File: config.mk
export PLATFORM = sky130hd
export DESIGN_NAME = hcr_ctrl
export DESIGN_NICKNAME = d
export VERILOG_FILES = /design/src/hcr_pkg.sv /design/src/hcr_ctrl.sv
export SDC_FILE = /design/constraint.sdc
export NUM_CORES = 1
export LEC_CHECK = 0
export ABC_CLOCK_PERIOD_IN_PS = 2200
export BUFFER_PORTS_ARGS = -buffer_cell sky130_fd_sc_hd__buf_4
export CORE_MARGIN = 3
export CORE_UTILIZATION = 30
export CTS_CLUSTER_DIAMETER = 80
export DETAILED_ROUTE_END_ITERATION = 10
export PLACE_DENSITY = 0.59
export RECOVER_POWER = 25
export REMOVE_ABC_BUFFERS = 1
export SETUP_SLACK_MARGIN = 0.5
export SLEW_MARGIN = 25
export SYNTH_ARGS = -nofsm -noshare
export SYNTH_HDL_FRONTEND = slang
export SYNTH_SLANG_ARGS = --single-unit
File: constraint.sdc
create_clock -name clk -period 2.2 [get_ports clk]
set_input_delay 0.33 -clock clk [delete_from_list [all_inputs] [get_ports clk]]
set_output_delay 0.33 -clock clk [all_outputs]
set_load 0.02 [all_outputs]
File: src/hcr_pkg.sv
`default_nettype none
package hcr_pkg;

	// Item command codes.
	localparam logic [1:0] CMD_WRITE_STOP = 2'd0;
	localparam logic [1:0] CMD_BUILD      = 2'd1;
	localparam logic [1:0] CMD_SAMPLE     = 2'd2;

	// Configuration register indexes.
	localparam logic [1:0] REG_TABLE_RES  = 2'd0;
	localparam logic [1:0] REG_STOP_COUNT = 2'd1;

	// Fixed-point constants.
	localparam logic [16:0] Q16_ONE   = 17'h10000;
	localparam logic [10:0] RES_RESET = 11'd1024;

	// Commands from the controller to the datapath.
	typedef struct packed {
		logic stop_wr;
		logic bld_start;
		logic smp_start;
		logic stop_rd;
		logic mul_stop;
		logic next_stop;
		logic row_black;
		logic row_first;
		logic interp_init;
		logic mul1;
		logic mul2;
		logic div_start;
		logic chan_store;
		logic row_write;
		logic next_row;
		logic mark_built;
		logic smp_mul;
		logic smp_rd;
		logic lerp;
		logic out_load;
	} hcr_cmd_t;

	// Status from the datapath to the controller.
	typedef struct packed {
		logic hit;
		logic j_zero;
		logic last_stop;
		logic no_stops;
		logic last_row;
		logic last_chan;
		logic div_done;
		logic out_busy;
	} hcr_sts_t;

endpackage
`default_nettype wire

File: src/hcr_ctrl.sv
`default_nettype none
module hcr_ctrl (
	input  wire logic              clk,
	input  wire logic              arst_n,
	input  wire logic              in_valid,
	input  wire logic [1:0]        in_cmd,
	output logic                   in_ready,
	input  wire hcr_pkg::hcr_sts_t sts,
	output hcr_pkg::hcr_cmd_t      cmd
);
	import hcr_pkg::*;

	typedef enum logic [3:0] {
		ST_IDLE,
		ST_B_ROW,
		ST_B_RD,
		ST_B_MUL,
		ST_B_CMP,
		ST_B_M1,
		ST_B_M2,
		ST_B_DS,
		ST_B_DIV,
		ST_B_WR,
		ST_S_MUL,
		ST_S_RD,
		ST_S_LERP,
		ST_S_OUT
	} state_t;

	state_t state_q;
	logic   acc;

	assign in_ready = state_q == ST_IDLE;
	assign acc      = in_valid && in_ready;

	// Commands decoded from the state and the status.
	always_comb begin
		cmd = '0;
		unique case (state_q)
			ST_IDLE: begin
				if (acc) begin
					unique case (in_cmd)
						CMD_WRITE_STOP: cmd.stop_wr   = 1'b1;
						CMD_BUILD:      cmd.bld_start = 1'b1;
						CMD_SAMPLE:     cmd.smp_start = 1'b1;
						default: ;
					endcase
				end
			end
			ST_B_ROW: begin
				if (sts.no_stops) begin
					cmd.row_black = 1'b1;
				end else begin
					cmd.stop_rd = 1'b1;
				end
			end
			ST_B_RD:  cmd.stop_rd  = 1'b1;
			ST_B_MUL: cmd.mul_stop = 1'b1;
			ST_B_CMP: begin
				if (sts.hit) begin
					if (sts.j_zero) begin
						cmd.row_first = 1'b1;
					end else begin
						cmd.interp_init = 1'b1;
					end
				end else if (sts.last_stop) begin
					cmd.row_black = 1'b1;
				end else begin
					cmd.next_stop = 1'b1;
				end
			end
			ST_B_M1:  cmd.mul1      = 1'b1;
			ST_B_M2:  cmd.mul2      = 1'b1;
			ST_B_DS:  cmd.div_start = 1'b1;
			ST_B_DIV: cmd.chan_store = sts.div_done;
			ST_B_WR: begin
				cmd.row_write = 1'b1;
				if (sts.last_row) begin
					cmd.mark_built = 1'b1;
				end else begin
					cmd.next_row = 1'b1;
				end
			end
			ST_S_MUL:  cmd.smp_mul  = 1'b1;
			ST_S_RD:   cmd.smp_rd   = 1'b1;
			ST_S_LERP: cmd.lerp     = 1'b1;
			ST_S_OUT:  cmd.out_load = !sts.out_busy;
			default: ;
		endcase
	end

	// State register.
	always_ff @(posedge clk or negedge arst_n) begin
		if (!arst_n) begin
			state_q <= ST_IDLE;
		end else begin
			unique case (state_q)
				ST_IDLE: begin
					if (acc && (in_cmd == CMD_BUILD)) begin
						state_q <= ST_B_ROW;
					end else if (acc && (in_cmd == CMD_SAMPLE)) begin
						state_q <= ST_S_MUL;
					end
				end
				ST_B_ROW: state_q <= sts.no_stops ? ST_B_WR : ST_B_MUL;
				ST_B_RD:  state_q <= ST_B_MUL;
				ST_B_MUL: state_q <= ST_B_CMP;
				ST_B_CMP: begin
					if (sts.hit) begin
						state_q <= sts.j_zero ? ST_B_WR : ST_B_M1;
					end else begin
						state_q <= sts.last_stop ? ST_B_WR : ST_B_RD;
					end
				end
				ST_B_M1: state_q <= ST_B_M2;
				ST_B_M2: state_q <= ST_B_DS;
				ST_B_DS: state_q <= ST_B_DIV;
				ST_B_DIV: begin
					if (sts.div_done) begin
						state_q <= sts.last_chan ? ST_B_WR : ST_B_M1;
					end
				end
				ST_B_WR:  state_q <= sts.last_row ? ST_IDLE : ST_B_ROW;
				ST_S_MUL: state_q <= ST_S_RD;
				ST_S_RD:  state_q <= ST_S_LERP;
				ST_S_LERP: begin
					if (sts.last_chan) begin
						state_q <= ST_S_OUT;
					end
				end
				ST_S_OUT: begin
					if (!sts.out_busy) begin
						state_q <= ST_IDLE;
					end
				end
				default: state_q <= ST_IDLE;
			endcase
		end
	end

`ifndef SYNTHESIS
	a_no_overwrite: assert property (@(posedge clk) disable iff (!arst_n)
		cmd.out_load |-> !sts.out_busy)
		else $error("result loaded over one not yet taken");
	a_div_latency: assert property (@(posedge clk) disable iff (!arst_n)
		cmd.div_start |=> !sts.div_done)
		else $error("divider finished right after start");
	a_ready_only_idle: assert property (@(posedge clk) disable iff (!arst_n)
		(cmd.bld_start || cmd.smp_start) |=> !in_ready)
		else $error("new request taken while a build or sample runs");
`endif

endmodule
`default_nettype wire

-- Word level (Yosys, flattened, before mapping)
Cells that the tools add are included.
- bits in read-only memories: 0
- memories kept: 0
- input port bits: 13
- output and inout port bits: 21
- latch bits: 0
- RAM bits: 0
- register bits: 4
- reduce and logical (&&, ||, !) cells: 7
- muxes and demuxes: 41
- div/mod/pow operators: 0
- $mul: 0
- add/subtract/negate cells: 0
- bitwise logic cells: 0
- shift operators: 0
- magnitude comparators: 0
- equality and inequality tests: 19
- operator list (kind ; count):
    $pmux 4 s14 ; 1
    $mux 4 ; 10
    $eq 4x4->1 const B ; 6
    $mux 1 ; 22
    $eq 4x3->1 const B ; 4
    $mux 3 ; 3
    $eq 4x2->1 const B ; 2
    $mux 2 ; 3
    $ne 2x2->1 const B ; 3
    $eq 4x1->1 const B ; 1
    $logic_not 4->1 ; 1
    $pmux 1 s2 ; 2
    $reduce_and 4->1 ; 1
    $logic_and 1x1->1 ; 3
    $ne 3x1->1 const B ; 1
    $eq 2x1->1 const B ; 1
    $eq 2x2->1 const B ; 1
    $logic_not 2->1 ; 1
    $logic_not 1->1 ; 1

-- Depth between registers and ports, before layout
- word-level depth: 6
- gate-level depth with buffers: 7

-- Least setup slack after synthesis
Ideal clock, no wire load.
- path kind: register -> output
- start: register state_q[1]
- end: output port cmd[19] in the netlist's numbering
- path buffers: 1
- stages on the path, launching flop included: 4
- slack: -0.258 ns
- arrival time: 2.128 ns
- cell sequence: dfrtp_1 buf_2 nor4_1 nor4bb_1
- RTL lines (what ; RTL line ; text):
    start: declaration ; hcr_ctrl.sv:30 ; state_t state_q;
    start signal: assignment ; hcr_ctrl.sv:105 ; ST_B_ROW: state_q <= sts.no_stops ? ST_B_WR : ST_B_MUL;
    start signal: assignment ; hcr_ctrl.sv:110 ; state_q <= sts.j_zero ? ST_B_WR : ST_B_M1;
    start signal: assignment ; hcr_ctrl.sv:112 ; state_q <= sts.last_stop ? ST_B_WR : ST_B_RD;
    end: declaration ; hcr_ctrl.sv:9 ; output hcr_pkg::hcr_cmd_t cmd

==> results.tsv <==
stage	metric	value	unit
run_status	status	complete, no violations	
setup_path	CP Launch Type	register	
yosys	synthesized flop and latch total	4	
setup_path	CP startpoint	state_q[0]	
setup_path	Crit-path slowest cell	dfrtp_4	
sta	Fmax	519	MHz
clocking	CTS sink count	4	
clocking	clk slew on worst S/H paths	40	ps
yosys	Syn. warnings	0	
setup_path	Reg2Reg Setup Slack	460	ps
floorplan	die height	51.7	µm
clocking	CTS tree	built	
pwr	VDD IR max	0.591	mV
final_layout	max FFs per register	4	
setup_path	CP Cell Sequence	nor2_1 > nand2_2 > nor3b_2 > buf_4	
floorplan	Rows	15	
placed_design	GPL Wtd Cong	0.769	
yosys	Seq/Total Area, Yosys	16.0	%
setup_path	CP Class	reg2out	
yosys	Post-synth EDFFs	0	
sta	Period Utilization, post-route	87.5	%
hold_path	Hold Path Class	in2reg	
final_layout	Top Registers	state_q (4)	
clocking	Skew-Pair Late Insertion Delay	230	ps
grt	largest net degree at the start of global routing	9	
grt	grt total ovfl	0	
setup_path	R2R cell count	6	
detailed_routing	DR pass1 iterations	4	
setup_path	worst reg2reg path startpoint	state_q[2]	
detailed_routing	WL/cell	14.7	µm
yosys	Post-Synthesis Cells	96	
yosys	Avg Cell Area, Syn	6.53	µm²
grt	number of global-route vias before repair	873	
grt	initial antenna violation count	0	
sta	Fin. Hold Viols	0	
setup_path	critical path data required time	1870	ps
floorplan	Core Area	1840	µm²
setup_path	Crit. path cell count	4	
setup_path	type of destination of the critical path	output pin	
yosys	dominant synthesized flop cell	dfrtp_1	
final_layout	# fillers	158	
setup_path	crit path max fanout	8	
detailed_routing	Vias/cell	5.42	
sta	Layout Skew	1.14	ps
grt	Total Routing Usage GR	19.1	%
final_layout	Most flops, register	state_q	
floorplan	Ports	34	
setup_path	Crit path max-delay family	simple AND/OR/NAND/NOR gates	
final_layout	diode count	0	
floorplan	die area	2670	µm²
final_layout	count of nets after finishing	168	
final_layout	Register Area	106	µm²
clocking	CTS root buffer	clkbuf_4	
sta	actual slew at the worst max-slew pin	459	ps
setup_path	max incr delay on CP	530	ps
job	number of max-cap violations	0	
detailed_routing	DRC	0	
detailed_routing	post-route ant nets	0	
yosys	Mapped Area	627	µm²
setup_path	Critical R2R Capture	state_q[3]	
floorplan	Die X	51.7	µm
placed_design	Buffers on Ports	33	
sta	Final Critical Period	1920	ps
floorplan	Initial Util	34.1	%
sta	worst rel slew slack	69.0	%
yosys	Synth async-reset ratio	100	%
setup_path	critical path endpoint	cmd[11]	
setup_path	Arrival @ worst endpoint	1590	ps
clocking	CTS max path bufs	2	
detailed_routing	Post-Route WL	2.62	mm
final_layout	synthesis-to-layout area growth	101	%
sta	Final Setup Violations	0	
grt	first-pass GRT wire length	3.93	mm
setup_path	WP buf/inv	1	
sta	max-slew violations	0	
pwr	Cell Pwr Density	1400	nW/µm²
final_layout	Multi-input gate area	593	µm²
clocking	number of CTS-inserted buffers	3	
pwr	LEAKAGE	0.571	nW
pwr	Design Power	0.00177	W
placed_design	post-DP HPWL	1.64	mm
yosys	post-synth cell types	38	
detailed_routing	via count	964	
sta	RSZ-0062 raised after global routing	true	
final_layout	Final Util	68.5	%
final_layout	layout cells sized above 1	58.8	%
clocking	number of H-tree levels	1	
detailed_routing	initial DRC count	23	
[synthesized netlist by cell type, drive strengths merged (3+ instances only)]
| cell | instances | share of area, % |
|---|---|---|
| nand2 | 13 | 7.8 |
| inv | 3 | 1.8 |
| o21ai | 7 | 5.6 |
| nor2 | 15 | 10 |
| a21oi | 6 | 4.8 |
| buf | 5 | 4.8 |
| nor3 | 6 | 4.8 |
| nor2b | 3 | 3.0 |
| dfrtp | 4 | 16 |
| and3 | 3 | 3.0 |
| a31oi | 3 | 3.0 |
[cells by family (layout without fill, tap and decap cells)]
| logic type | after synthesis | count (layout) | synth area share [%] |
|---|---|---|---|
| AND/OR/NAND/NOR | 52 | 52 | 43.1 |
| AO/OA/AOI/OAI | 25 | 25 | 27.3 |
| buffers and inverters | 12 | 69 | 9.18 |
| flip-flops | 4 | 4 | 16.0 |
| XOR/XNOR | 2 | 2 | 2.79 |
| multiplexers | 1 | 1 | 1.60 |
[metrics by stage]
stage,setup slack (ps),instance area (µm²),TNS (ps),std cells,hold slack [ps]
2_1_floorplan,-334,589,-337,89,34.4
3_3_place_gp,367,898,0,151,131
3_5_place_dp,317,898,0,151,131
4_1_cts,402,1130,0,173,333
5_1_grt,201,1260,0,178,354
6_report,275,1260,0,178,345
[layout by cell type (no fill, tap or decap), types with 2 or more instances in the layout]
cell and instances:
a21oi_1 6, a31oi_1 3, and3_1 2, buf_4 50
buf_6 8, clkbuf_4 3, dfrtp_2 2, inv_1 2
nand2_1 9, nand2_2 4, nand3_1 2, nor2_1 12
nor2_2 3, nor3_1 2, nor3_2 4, o21ai_0 5
o21ai_1 2, xor2_1 2
[how the worst min path moves through the flow]
stage / startpoint / endpoint / slack, ps / cells past startpoint
6_report: sts[1] / state_q[3] / 340 / 2
4_1_cts: sts[1] / state_q[3] / 330 / 2
5_1_grt: sts[1] / state_q[3] / 350 / 2
3_5_place_dp: arst_n / state_q[1] / 130 / 1
3_3_place_gp: arst_n / state_q[1] / 130 / 1
2_1_floorplan: arst_n / state_q[0] / 30 / 0
[area by class of cell]
type / instances / share of cell area, %
clock buffer: 3 / 1.79
tap: 25 / 2.48
sequential: 4 / 8.44
timing repair buffer: 61 / 38.3
inverter: 5 / 1.89
multi-input combinational: 80 / 47.1
[report_power, final]
| group | total, W | leakage [nW] | internal, W | switching [W] |
|---|---|---|---|---|
| combinational | 0.00146 | 0.511 | 0.000717 | 0.000748 |
| sequential | 0.000215 | 0.0460 | 0.000124 | 0.0000917 |
| clock | 0.0000898 | 0.0138 | 0.0000610 | 0.0000289 |
| total | 0.00177 | 0.571 | 0.000902 | 0.000868 |
[routing by layer]
layer / track usage, % / share of wire, %
met2: 33.7 / 52
met1: 23.7 / 41
met3: 4.01 / 6.3
met4: 3.93 / 0.84
met5: 0 / 0
[repair_timing]
item / 4_1_cts / 5_1_grt
gates resized for setup: 18 / 23
endpoints found under the hold margin: 4 / 0
setup buffers: 18 / 5
endpoints found under the setup margin: 23 / 23
hold buffers: 1 / 0
pin swaps: 3 / 8
Power figures use the tool's default switching activity.
